### config.mk
export PLATFORM = sky130hd
export DESIGN_NAME = add_linear_correlation_core_flat
export DESIGN_NICKNAME = d
export VERILOG_FILES = /design/src/rtl/alc_pkg.sv /design/src/rtl/alc_in_if.sv /design/src/rtl/alc_out_if.sv /design/src/rtl/alc_scan_stage.sv /design/src/rtl/add_linear_correlation_core.sv /design/src/flat_wrapper.sv
export SDC_FILE = /design/constraint.sdc
export NUM_CORES = 1
export LEC_CHECK = 0
export ABC_CLOCK_PERIOD_IN_PS = 9500
export BUFFER_PORTS_ARGS = -buffer_cell sky130_fd_sc_hd__buf_2
export CORE_MARGIN = 4
export CORE_UTILIZATION = 40
export DETAILED_ROUTE_END_ITERATION = 8
export PLACE_DENSITY_LB_ADDON = 0.25
export SYNTH_ARGS = -nofsm -noshare
export SYNTH_HDL_FRONTEND = slang
export SYNTH_SLANG_ARGS = --single-unit
### constraint.sdc
create_clock -name clk -period 9.5 [get_ports clk]
set_input_delay 1.9 -clock clk [delete_from_list [all_inputs] [get_ports clk]]
set_output_delay 1.9 -clock clk [all_outputs]
set_load 0.01 [all_outputs]
### src/rtl/alc_pkg.sv
`default_nettype none

package alc_pkg;

    // Columns scanned by one pipeline stage
    localparam int COLS_PER_STAGE = 8;

    localparam int EXP_W = 6;
    localparam int CFG_W = 6;
    localparam int MASK_W = 32;

    localparam logic [EXP_W-1:0] EXP_MAX = 6'd63;
    localparam logic [CFG_W-1:0] WORD_BITS_RESET = 6'd32;

    // Column codes {sum, second, first}
    localparam logic [2:0] COL_EMPTY = 3'd0;
    localparam logic [2:0] COL_FULL  = 3'd7;

    typedef struct packed {
        logic             carry;
        logic             zero;
        logic             neg;
        logic [EXP_W-1:0] exponent;
    } scan_state_t;

    localparam scan_state_t SCAN_INIT = '{carry: 1'b0, zero: 1'b0, neg: 1'b0,
                                          exponent: '0};

    // One column of the scan, most significant column first
    function automatic scan_state_t col_step(input scan_state_t st, input logic fa,
                                             input logic fb, input logic fs);
        scan_state_t nx;
        logic [2:0]  col;
        nx  = st;
        col = {fs, fb, fa};
        nx.neg = st.neg ^ ((fa ^ fs) & (fb ^ fs));
        if (!st.zero) begin
            if (st.carry) begin
                if (st.exponent != EXP_MAX) begin
                    nx.exponent = st.exponent + 1'b1;
                end
                // odd column weight clears the carry, even keeps it
                nx.carry = ~(fa ^ fb ^ fs);
            end else if (col == COL_FULL) begin
                nx.carry = 1'b1;
            end else if (col != COL_EMPTY) begin
                nx.zero = 1'b1;
            end
        end
        return nx;
    endfunction

endpackage

`default_nettype wire

### src/rtl/alc_in_if.sv
`default_nettype none

interface alc_in_if;
    logic                           valid;
    logic                           ready;
    logic [alc_pkg::MASK_W-1:0]     mask_first;
    logic [alc_pkg::MASK_W-1:0]     mask_second;
    logic [alc_pkg::MASK_W-1:0]     mask_sum;

    modport source (output valid, output mask_first, output mask_second,
                    output mask_sum, input ready);
    modport sink   (input valid, input mask_first, input mask_second,
                    input mask_sum, output ready);
endinterface

`default_nettype wire

### src/rtl/alc_out_if.sv
`default_nettype none

interface alc_out_if;
    logic                           valid;
    logic                           ready;
    logic                           corr_zero;
    logic [alc_pkg::EXP_W-1:0]      corr_exponent;
    logic                           corr_negative;

    modport source (output valid, output corr_zero, output corr_exponent,
                    output corr_negative, input ready);
    modport sink   (input valid, input corr_zero, input corr_exponent,
                    input corr_negative, output ready);
endinterface

`default_nettype wire

### src/rtl/alc_scan_stage.sv
`default_nettype none

module alc_scan_stage #(
    parameter int PAD_W     = 32,
    parameter int STAGE_IDX = 0
) (
    input  wire logic                  clk,
    input  wire logic                  rst_n,
    input  wire logic                  in_valid,
    output logic                       in_ready,
    input  wire logic [PAD_W-1:0]      in_first,
    input  wire logic [PAD_W-1:0]      in_second,
    input  wire logic [PAD_W-1:0]      in_sum,
    input  wire alc_pkg::scan_state_t  in_state,
    output logic                       out_valid,
    input  wire logic                  out_ready,
    output logic [PAD_W-1:0]           out_first,
    output logic [PAD_W-1:0]           out_second,
    output logic [PAD_W-1:0]           out_sum,
    output alc_pkg::scan_state_t       out_state
);

    localparam int HI = PAD_W - 1 - STAGE_IDX * alc_pkg::COLS_PER_STAGE;

    logic                 valid_reg;
    logic [PAD_W-1:0]     first_reg;
    logic [PAD_W-1:0]     second_reg;
    logic [PAD_W-1:0]     sum_reg;
    alc_pkg::scan_state_t state_reg;
    alc_pkg::scan_state_t state_next;

    // Advance through this stage's columns, top one first
    always_comb
    begin
        state_next = in_state;
        for (int j = 0; j < alc_pkg::COLS_PER_STAGE; j++)
        begin
            state_next = alc_pkg::col_step(state_next, in_first[HI-j],
                                           in_second[HI-j], in_sum[HI-j]);
        end
    end

    assign in_ready = !valid_reg || out_ready;

    always_ff @(posedge clk or negedge rst_n)
    begin
        if (!rst_n)
        begin
            valid_reg <= 1'b0;
        end
        else if (in_ready)
        begin
            valid_reg <= in_valid;
        end
    end

    always_ff @(posedge clk)
    begin
        if (in_ready && in_valid)
        begin
            first_reg  <= in_first;
            second_reg <= in_second;
            sum_reg    <= in_sum;
            state_reg  <= state_next;
        end
    end

    assign out_valid  = valid_reg;
    assign out_first  = first_reg;
    assign out_second = second_reg;
    assign out_sum    = sum_reg;
    assign out_state  = state_reg;

endmodule

`default_nettype wire

### src/rtl/add_linear_correlation_core.sv
`default_nettype none

// Linear correlation of modular addition. Each beat on mask_in carries a mask
// triple (first addend, second addend, sum); the matching beat on corr_out gives
// the correlation as a zero flag, an exponent and a sign, so that a non-zero
// correlation equals (-1)^corr_negative * 2^-corr_exponent. Only the low
// word_bits mask bits take part (values above WORD_BITS count as WORD_BITS,
// zero means no bits and gives correlation +1). One triple is taken per clock
// while nothing stalls; each passes through one input register, one scan stage
// for every eight bit columns, and the output register. A stall on corr_out
// backs up through the stage registers and holds mask_in ready low only once
// every stage is full. Write word_bits only while no beat is in flight.
module add_linear_correlation_core #(
    parameter int WORD_BITS = 32
) (
    input  wire logic                        clk,
    input  wire logic                        rst_n,
    input  wire logic                        word_bits_we,
    input  wire logic [alc_pkg::CFG_W-1:0]   word_bits_wdata,
    alc_in_if.sink                           mask_in,
    alc_out_if.source                        corr_out
);

    // Number of eight-column scan stages and the padded scan width. Padding
    // sits above the top bit: empty columns with a clear carry change nothing.
    localparam int NSTG  = (WORD_BITS + alc_pkg::COLS_PER_STAGE - 1) /
                           alc_pkg::COLS_PER_STAGE;
    localparam int PAD_W = NSTG * alc_pkg::COLS_PER_STAGE;
    localparam int LIM_A = (WORD_BITS < alc_pkg::MASK_W) ? WORD_BITS : alc_pkg::MASK_W;
    localparam int LIM   = (LIM_A < PAD_W) ? LIM_A : PAD_W;

    logic [alc_pkg::CFG_W-1:0] word_bits_reg;

    // Input register
    logic             front_valid_reg;
    logic             front_ready;
    logic [PAD_W-1:0] first_reg;
    logic [PAD_W-1:0] second_reg;
    logic [PAD_W-1:0] sum_reg;
    logic [PAD_W-1:0] first_next;
    logic [PAD_W-1:0] second_next;
    logic [PAD_W-1:0] sum_next;

    // Scan pipeline links; index k feeds stage k
    logic                 v_pipe [NSTG+1];
    logic                 r_pipe [NSTG+1];
    logic [PAD_W-1:0]     a_pipe [NSTG+1];
    logic [PAD_W-1:0]     b_pipe [NSTG+1];
    logic [PAD_W-1:0]     c_pipe [NSTG+1];
    alc_pkg::scan_state_t s_pipe [NSTG+1];

    // Output register
    logic                      out_valid_reg;
    logic                      zero_reg;
    logic [alc_pkg::EXP_W-1:0] exponent_reg;
    logic                      negative_reg;

    // Configuration register
    always_ff @(posedge clk or negedge rst_n)
    begin
        if (!rst_n)
        begin
            word_bits_reg <= alc_pkg::WORD_BITS_RESET;
        end
        else if (word_bits_we)
        begin
            word_bits_reg <= word_bits_wdata;
        end
    end

    // Drop mask bits outside the active word
    always_comb
    begin
        first_next  = '0;
        second_next = '0;
        sum_next    = '0;
        for (int i = 0; i < LIM; i++)
        begin
            if (7'(i) < {1'b0, word_bits_reg})
            begin
                first_next[i]  = mask_in.mask_first[i];
                second_next[i] = mask_in.mask_second[i];
                sum_next[i]    = mask_in.mask_sum[i];
            end
        end
    end

    assign front_ready   = !front_valid_reg || r_pipe[0];
    assign mask_in.ready = front_ready;

    always_ff @(posedge clk or negedge rst_n)
    begin
        if (!rst_n)
        begin
            front_valid_reg <= 1'b0;
        end
        else if (front_ready)
        begin
            front_valid_reg <= mask_in.valid;
        end
    end

    always_ff @(posedge clk)
    begin
        if (front_ready && mask_in.valid)
        begin
            first_reg  <= first_next;
            second_reg <= second_next;
            sum_reg    <= sum_next;
        end
    end

    assign v_pipe[0] = front_valid_reg;
    assign a_pipe[0] = first_reg;
    assign b_pipe[0] = second_reg;
    assign c_pipe[0] = sum_reg;
    assign s_pipe[0] = alc_pkg::SCAN_INIT;

    // Scan stages, eight columns each, most significant columns first
    for (genvar k = 0; k < NSTG; k++)
    begin : g_stage
        alc_scan_stage #(
            .PAD_W     (PAD_W),
            .STAGE_IDX (k)
        ) u_stage (
            .clk        (clk),
            .rst_n      (rst_n),
            .in_valid   (v_pipe[k]),
            .in_ready   (r_pipe[k]),
            .in_first   (a_pipe[k]),
            .in_second  (b_pipe[k]),
            .in_sum     (c_pipe[k]),
            .in_state   (s_pipe[k]),
            .out_valid  (v_pipe[k+1]),
            .out_ready  (r_pipe[k+1]),
            .out_first  (a_pipe[k+1]),
            .out_second (b_pipe[k+1]),
            .out_sum    (c_pipe[k+1]),
            .out_state  (s_pipe[k+1])
        );
    end

    // Output register: zero correlation reports exponent and sign as zero
    assign r_pipe[NSTG] = !out_valid_reg || corr_out.ready;

    always_ff @(posedge clk or negedge rst_n)
    begin
        if (!rst_n)
        begin
            out_valid_reg <= 1'b0;
        end
        else if (r_pipe[NSTG])
        begin
            out_valid_reg <= v_pipe[NSTG];
        end
    end

    always_ff @(posedge clk)
    begin
        if (r_pipe[NSTG] && v_pipe[NSTG])
        begin
            zero_reg     <= s_pipe[NSTG].zero;
            exponent_reg <= s_pipe[NSTG].zero ? '0 : s_pipe[NSTG].exponent;
            negative_reg <= s_pipe[NSTG].neg & ~s_pipe[NSTG].zero;
        end
    end

    assign corr_out.valid         = out_valid_reg;
    assign corr_out.corr_zero     = zero_reg;
    assign corr_out.corr_exponent = exponent_reg;
    assign corr_out.corr_negative = negative_reg;

endmodule

`default_nettype wire

### src/flat_wrapper.sv
// flat-port wrapper written by rule: the top's interface ports become plain ports
module add_linear_correlation_core_flat 
#(
    parameter int WORD_BITS = 32
)
  (clk, rst_n, word_bits_we, word_bits_wdata, mask_in_valid, mask_in_mask_first, mask_in_mask_second, mask_in_mask_sum, mask_in_ready, corr_out_valid, corr_out_corr_zero, corr_out_corr_exponent, corr_out_corr_negative, corr_out_ready);
  alc_in_if mask_in_i ();
  alc_out_if corr_out_i ();
  input  wire logic clk;
  input  wire logic rst_n;
  input  wire logic word_bits_we;
  input  wire logic [alc_pkg::CFG_W-1:0] word_bits_wdata;
  input wire logic [$bits(mask_in_i.valid)-1:0] mask_in_valid;
  input wire logic [$bits(mask_in_i.mask_first)-1:0] mask_in_mask_first;
  input wire logic [$bits(mask_in_i.mask_second)-1:0] mask_in_mask_second;
  input wire logic [$bits(mask_in_i.mask_sum)-1:0] mask_in_mask_sum;
  output wire logic [$bits(mask_in_i.ready)-1:0] mask_in_ready;
  output wire logic [$bits(corr_out_i.valid)-1:0] corr_out_valid;
  output wire logic [$bits(corr_out_i.corr_zero)-1:0] corr_out_corr_zero;
  output wire logic [$bits(corr_out_i.corr_exponent)-1:0] corr_out_corr_exponent;
  output wire logic [$bits(corr_out_i.corr_negative)-1:0] corr_out_corr_negative;
  input wire logic [$bits(corr_out_i.ready)-1:0] corr_out_ready;
  assign mask_in_i.valid = mask_in_valid;
  assign mask_in_i.mask_first = mask_in_mask_first;
  assign mask_in_i.mask_second = mask_in_mask_second;
  assign mask_in_i.mask_sum = mask_in_mask_sum;
  assign mask_in_ready = mask_in_i.ready;
  assign corr_out_valid = corr_out_i.valid;
  assign corr_out_corr_zero = corr_out_i.corr_zero;
  assign corr_out_corr_exponent = corr_out_i.corr_exponent;
  assign corr_out_corr_negative = corr_out_i.corr_negative;
  assign corr_out_i.ready = corr_out_ready;
  add_linear_correlation_core #(.WORD_BITS(WORD_BITS)) u_core (.clk(clk), .rst_n(rst_n), .word_bits_we(word_bits_we), .word_bits_wdata(word_bits_wdata), .mask_in(mask_in_i), .corr_out(corr_out_i));
endmodule
### Word level (Yosys, flattened, before mapping)

Index checks and enable logic that the tools add are counted.

| word-level totals | value |
|---|---|
| bits of input ports | 107 |
| flip-flop bits (word level) | 295 |
| logic and storage cells | 801 |
| output and inout port bits | 10 |

| cells by class | value |
|---|---|
| order comparisons | 32 |
| add/sub/neg operators | 30 |
| muxes and demuxes | 278 |
| bitwise logic cells | 219 |
| reductions and logical operators | 50 |
| eq/ne operators | 62 |

Operators with widths:

| operator | number |
|---|---|
| $mux 6 | 90 |
| $add 6x1->6 const B | 30 |
| $ne 6x6->1 const B | 30 |
| $mux 1 | 158 |
| $xor 1x1->1 | 155 |
| $eq 3x3->1 const B | 32 |
| $lt 5x6->1 const A | 16 |
| $reduce_bool 3->1 | 32 |
| $mux 2 | 30 |
| $lt 4x6->1 const A | 8 |
| $and 1x1->1 | 33 |
| $not 1->1 | 31 |
| $lt 3x6->1 const A | 4 |
| $lt 1x6->1 const A | 2 |
| $lt 2x6->1 const A | 2 |
| $logic_and 1x1->1 | 6 |
| $logic_not 1->1 | 6 |
| $logic_or 1x1->1 | 6 |

### Logic depth before layout (Yosys ltp)

| depth | value |
|---|---|
| depth after elaboration | 32 |
| depth in mapped cells | 40 |
| mapped depth without buffers | 38 |

### Hierarchy

From an unflattened synthesis, not the netlist that was laid out.

| second synthesis, totals | value |
|---|---|
| cell total of the unflattened synthesis | 2548 |
| area, all modules | 30341.6 µm² |

Modules (own cells, without submodules):

| module | times used | cells each | area each (µm²) |
|---|---|---|---|
| alc_scan_stage | 4 | 564 | 6446.2 |
| add_linear_correlation_core | 1 | 292 | 4556.9 |

### Worst setup path after synthesis

OpenSTA, ideal clock, no wires.

| timing path | value |
|---|---|
| path kind | flip-flop to flip-flop |
| start | reg u_core.g_stage[1].u_stage.state_reg, in the netlist u_core.g_stage[1].u_stage.out_state[0] |
| end | reg u_core.g_stage[2].u_stage.state_reg, in the netlist u_core.g_stage[2].u_stage.out_state[1], data pin |
| clock period less this slack | 8.609 ns |
| stages on the path, launching flop included | 37 |
| path buffers | 1 |
| path slack | 0.891 ns |
| data arrival time | 8.347 ns |
| required time | 9.238 ns |
| cells stage by stage | edfxtp_1 > ha_1 > buf_2 > a21oi_1 > mux2_2 > ha_1 > a41oi_4 > xnor2_1 > ha_1 > inv_1 > a211o_1 > o41ai_4 > mux2_2 > ha_1 > inv_1 > nor3_1 > a22oi_1 > a211o_1 > a21oi_1 > or2_2 > inv_1 > ha_1 > inv_1 > nor4_2 > a31oi_4 > xnor2_1 > ha_1 > o31a_1 > a21o_1 > mux2_2 > ha_1 > and2_1 > xor2_1 > or4b_1 > nand3_1 > a31o_2 > mux2_1 |

RTL lines:

| element | RTL line | text |
|---|---|---|
| from (decl) | alc_scan_stage.sv:29 | `alc_pkg::scan_state_t state_reg;` |
| from (signal assigned) | alc_scan_stage.sv:64 | `state_reg <= state_next;` |
| to (signal assigned) | alc_scan_stage.sv:64 |  |
| to (decl) | alc_scan_stage.sv:29 |  |

==> results.sh <==
export IMPL_avgSynthCellArea_um2=10.3
export IMPL_critical_path_slowest_cell="or4b_1"
export IMPL_final_common_cell="edfxtp_1"
export IMPL_wl_per_cell_um=16.4
export IMPL_ant_nets=0
export IMPL_die_w_um=233
export IMPL_slew_violations=0
export IMPL_fmax_mhz=110
export IMPL_seq_area_frac_synth_pct=43.6
export IMPL_place_gp_congestion=0.899
export IMPL_setup_viol=0
export IMPL_hold_viol_final=0
export IMPL_clk_pin_slew_worst_paths_ps=60
export IMPL_fp_dieArea_um2=54100
export IMPL_vias_per_cell=5.49
export IMPL_synth_edf_count=283
export IMPL_clock_sinks=295
export IMPL_design_area_um2=22900
export IMPL_whs_ps=406
export IMPL_placed_area_um2=21500
export IMPL_yosysUniqueCellTypes=127
export IMPL_hold_depth=0
export IMPL_synthCells=1963
export IMPL_ioPinCount=117
export IMPL_p_leak_nw=8.56
export IMPL_setup_tns_ps=0
export IMPL_dr_pass1_iters=6
export IMPL_grt_antenna_before_repair=3
export IMPL_path_class="register to register"
export IMPL_r2r_cells=35
export IMPL_cts_buffer_depth=3
export IMPL_cp_start_kind="register"
export IMPL_status="finished, final reports clean"
export IMPL_drive_gt1_share_pct=18.2
export IMPL_cp_max_fo=5
export IMPL_fin_worst_skew_ps=23.1
export IMPL_numCtsBuffers=36
export IMPL_totalWireLength_um=45900
export IMPL_synth_seq_cells=295
export IMPL_maxSlewHeadroom_pct=22.5
export IMPL_layout_common_cells="283 x edfxtp_1, 152 x nand2_1, 133 x nor2_1"
export IMPL_p_total_mw=4.67
export IMPL_grt_pass1_vias=14300
export IMPL_end_kind="register"
export IMPL_fin_util_pct=45.8
export IMPL_worstPathArrival_ps=9360
export IMPL_clkLatencyLatePin_ps=560
export IMPL_dp_hpwl_um=34600
export IMPL_globalRouteTotalUtil_pct=16.3
export IMPL_coreArea_um2=50100
export IMPL_fin_crit_ps=9080
export IMPL_irDropWorstVdd_v=0.000128
export IMPL_crit_required_ps=9780
export IMPL_maxCapViolations=0
export IMPL_cts_tree="built"
export IMPL_crit_top_cell="ha_1"
export IMPL_drc=0
export IMPL_ys_warnings_count=0
export IMPL_rsz0062_at_grt="true"
export IMPL_die_y_um=233
export IMPL_finalCritPeriodShare_pct=95.6
export IMPL_routed_via_count=15400
export IMPL_hold_class="register to register"
export IMPL_portBuffers=116
export IMPL_grt_start_max_net_pins=68
export IMPL_antennaDiodeCount=0
export IMPL_htreeDepth=2
export IMPL_cts_hold_buffers=0
export IMPL_start_util_pct=40.3
export IMPL_syn_nets=2160
export IMPL_tightest_slew_ps=1150
export IMPL_grt_overflow_total=0
export IMPL_rows=82
export IMPL_fin_nets=2298
export IMPL_power_density_nw_per_um2=204
export IMPL_synthFlopType="edfxtp_1"
export IMPL_syn_area_um2=20200
export IMPL_grt_pass1_wl_um=72300
export IMPL_syn2layout_area_growth_pct=13.5
export IMPL_cts_root_buffer="clkbuf_16"
export IMPL_async_reset_ff_share_pct=4.07
export IMPL_drtIter0Drc=856
export IMPL_slowest_delay_ps=480
[synth_stat cells, types with 11 or more instances]
master	n	area, um2
edfxtp_1	283	8500
nand2_1	152	571
nor2_1	133	499
inv_1	123	462
and2_1	103	644
a21oi_1	96	480
ha_1	90	1130
o21ai_0	89	445
xnor2_1	61	534
mux2_2	57	642
nand3_1	57	285
nor3_1	47	235
nor2b_1	45	282
mux2i_1	39	390
a211oi_1	24	180
o21a_1	24	180
a31oi_1	21	131
and3_1	20	125
nand4_1	20	125
a21o_1	19	143
buf_2	19	95.1
o211ai_1	19	143
clkbuf_1	18	67.6
or2_2	18	113
nand2b_1	17	106
o21ai_1	16	80.1
or3_1	15	93.8
xor2_1	15	131
o31ai_1	13	97.6
dfrtp_1	11	275
nand3b_1	11	82.6
[critical path, delay by kind of cell (launching register included)]
kind	cells	cell delay, ps
compound gates	11	2490
simple gates	7	1950
mux	5	1760
fa+ha+maj	6	1400
flops	1	450
xor+xnor	2	420
buf+inv	4	320
[layout make-up]
class	count	area (um2)
tap	672	841
clock inverter	25	283
fill	4743	27100
timing repair buffer	145	798
inverter	124	465
multi-input combinational	1499	10800
sequential	295	8800
clock buffer	39	912
[cell families (layout without fill, tap and decap cells)]
| family | after synthesis | after routing | synth area share (%) |
|---|---|---|---|
| xor gates and xnor gates | 82 | 82 | 3.78 |
| and+or+nand+nor | 720 | 720 | 19.4 |
| adders and majority gates | 90 | 90 | 5.58 |
| buffers and inverters | 169 | 333 | 3.45 |
| AOI/OAI and AO/OA | 494 | 494 | 18.0 |
| DFF | 295 | 295 | 43.6 |
| other | 1 | 1 | 0.0186 |
| muxes | 112 | 112 | 6.20 |
[routing by layer]
layer	vias up	track usage [%]	share of wire (%)
li1	7655	-	-
met1	7260	22.3	47
met2	351	26.5	45
met3	81	2.68	4.7
met4	6	5.58	2.8
met5	-	0	0.10
[what timing repair did]
action                                  CTS  global route
gates resized for setup                   1            17
pin swaps                                 0             4
endpoints found under the setup margin    1            15
setup buffers                             0            18
hold endpoints to repair                  0             0
cloned                                    0             0
[stage by stage]
stage | cells | worst slack, ps
floorplan | 1963 | 891
global placement | 2717 | 382
detailed placement | 2717 | 76.3
CTS | 2781 | 93.2
global route | 2799 | -92.7
finish | 2799 | 421
[power by group]
group,switching [mW],internal [mW]
Sequential,0.144,1.68
Clock,0.567,0.793
Combinational,0.889,0.594
[final timing paths]
| kind | start | endpoint | slack, ps |
|---|---|---|---|
| setup reg to reg | u_core.g_stage[1].u_stage.out_state[5] | u_core.g_stage[2].u_stage.out_state[1] | 420 |
| hold / removal | u_core.g_stage[0].u_stage.out_first[10] | u_core.g_stage[1].u_stage.out_first[10] | 410 |
| max in group asynchronous | rst_n | u_core.word_bits_reg[5] | 7960 |
| min in group asynchronous | rst_n | u_core.g_stage[3].u_stage.out_valid | 1240 |
| setup / recovery | u_core.g_stage[1].u_stage.out_state[5] | u_core.g_stage[2].u_stage.out_state[1] | 420 |
| hold reg to reg | u_core.g_stage[0].u_stage.out_first[10] | u_core.g_stage[1].u_stage.out_first[10] | 410 |
Note: power is estimated with default switching activity, not from simulation.
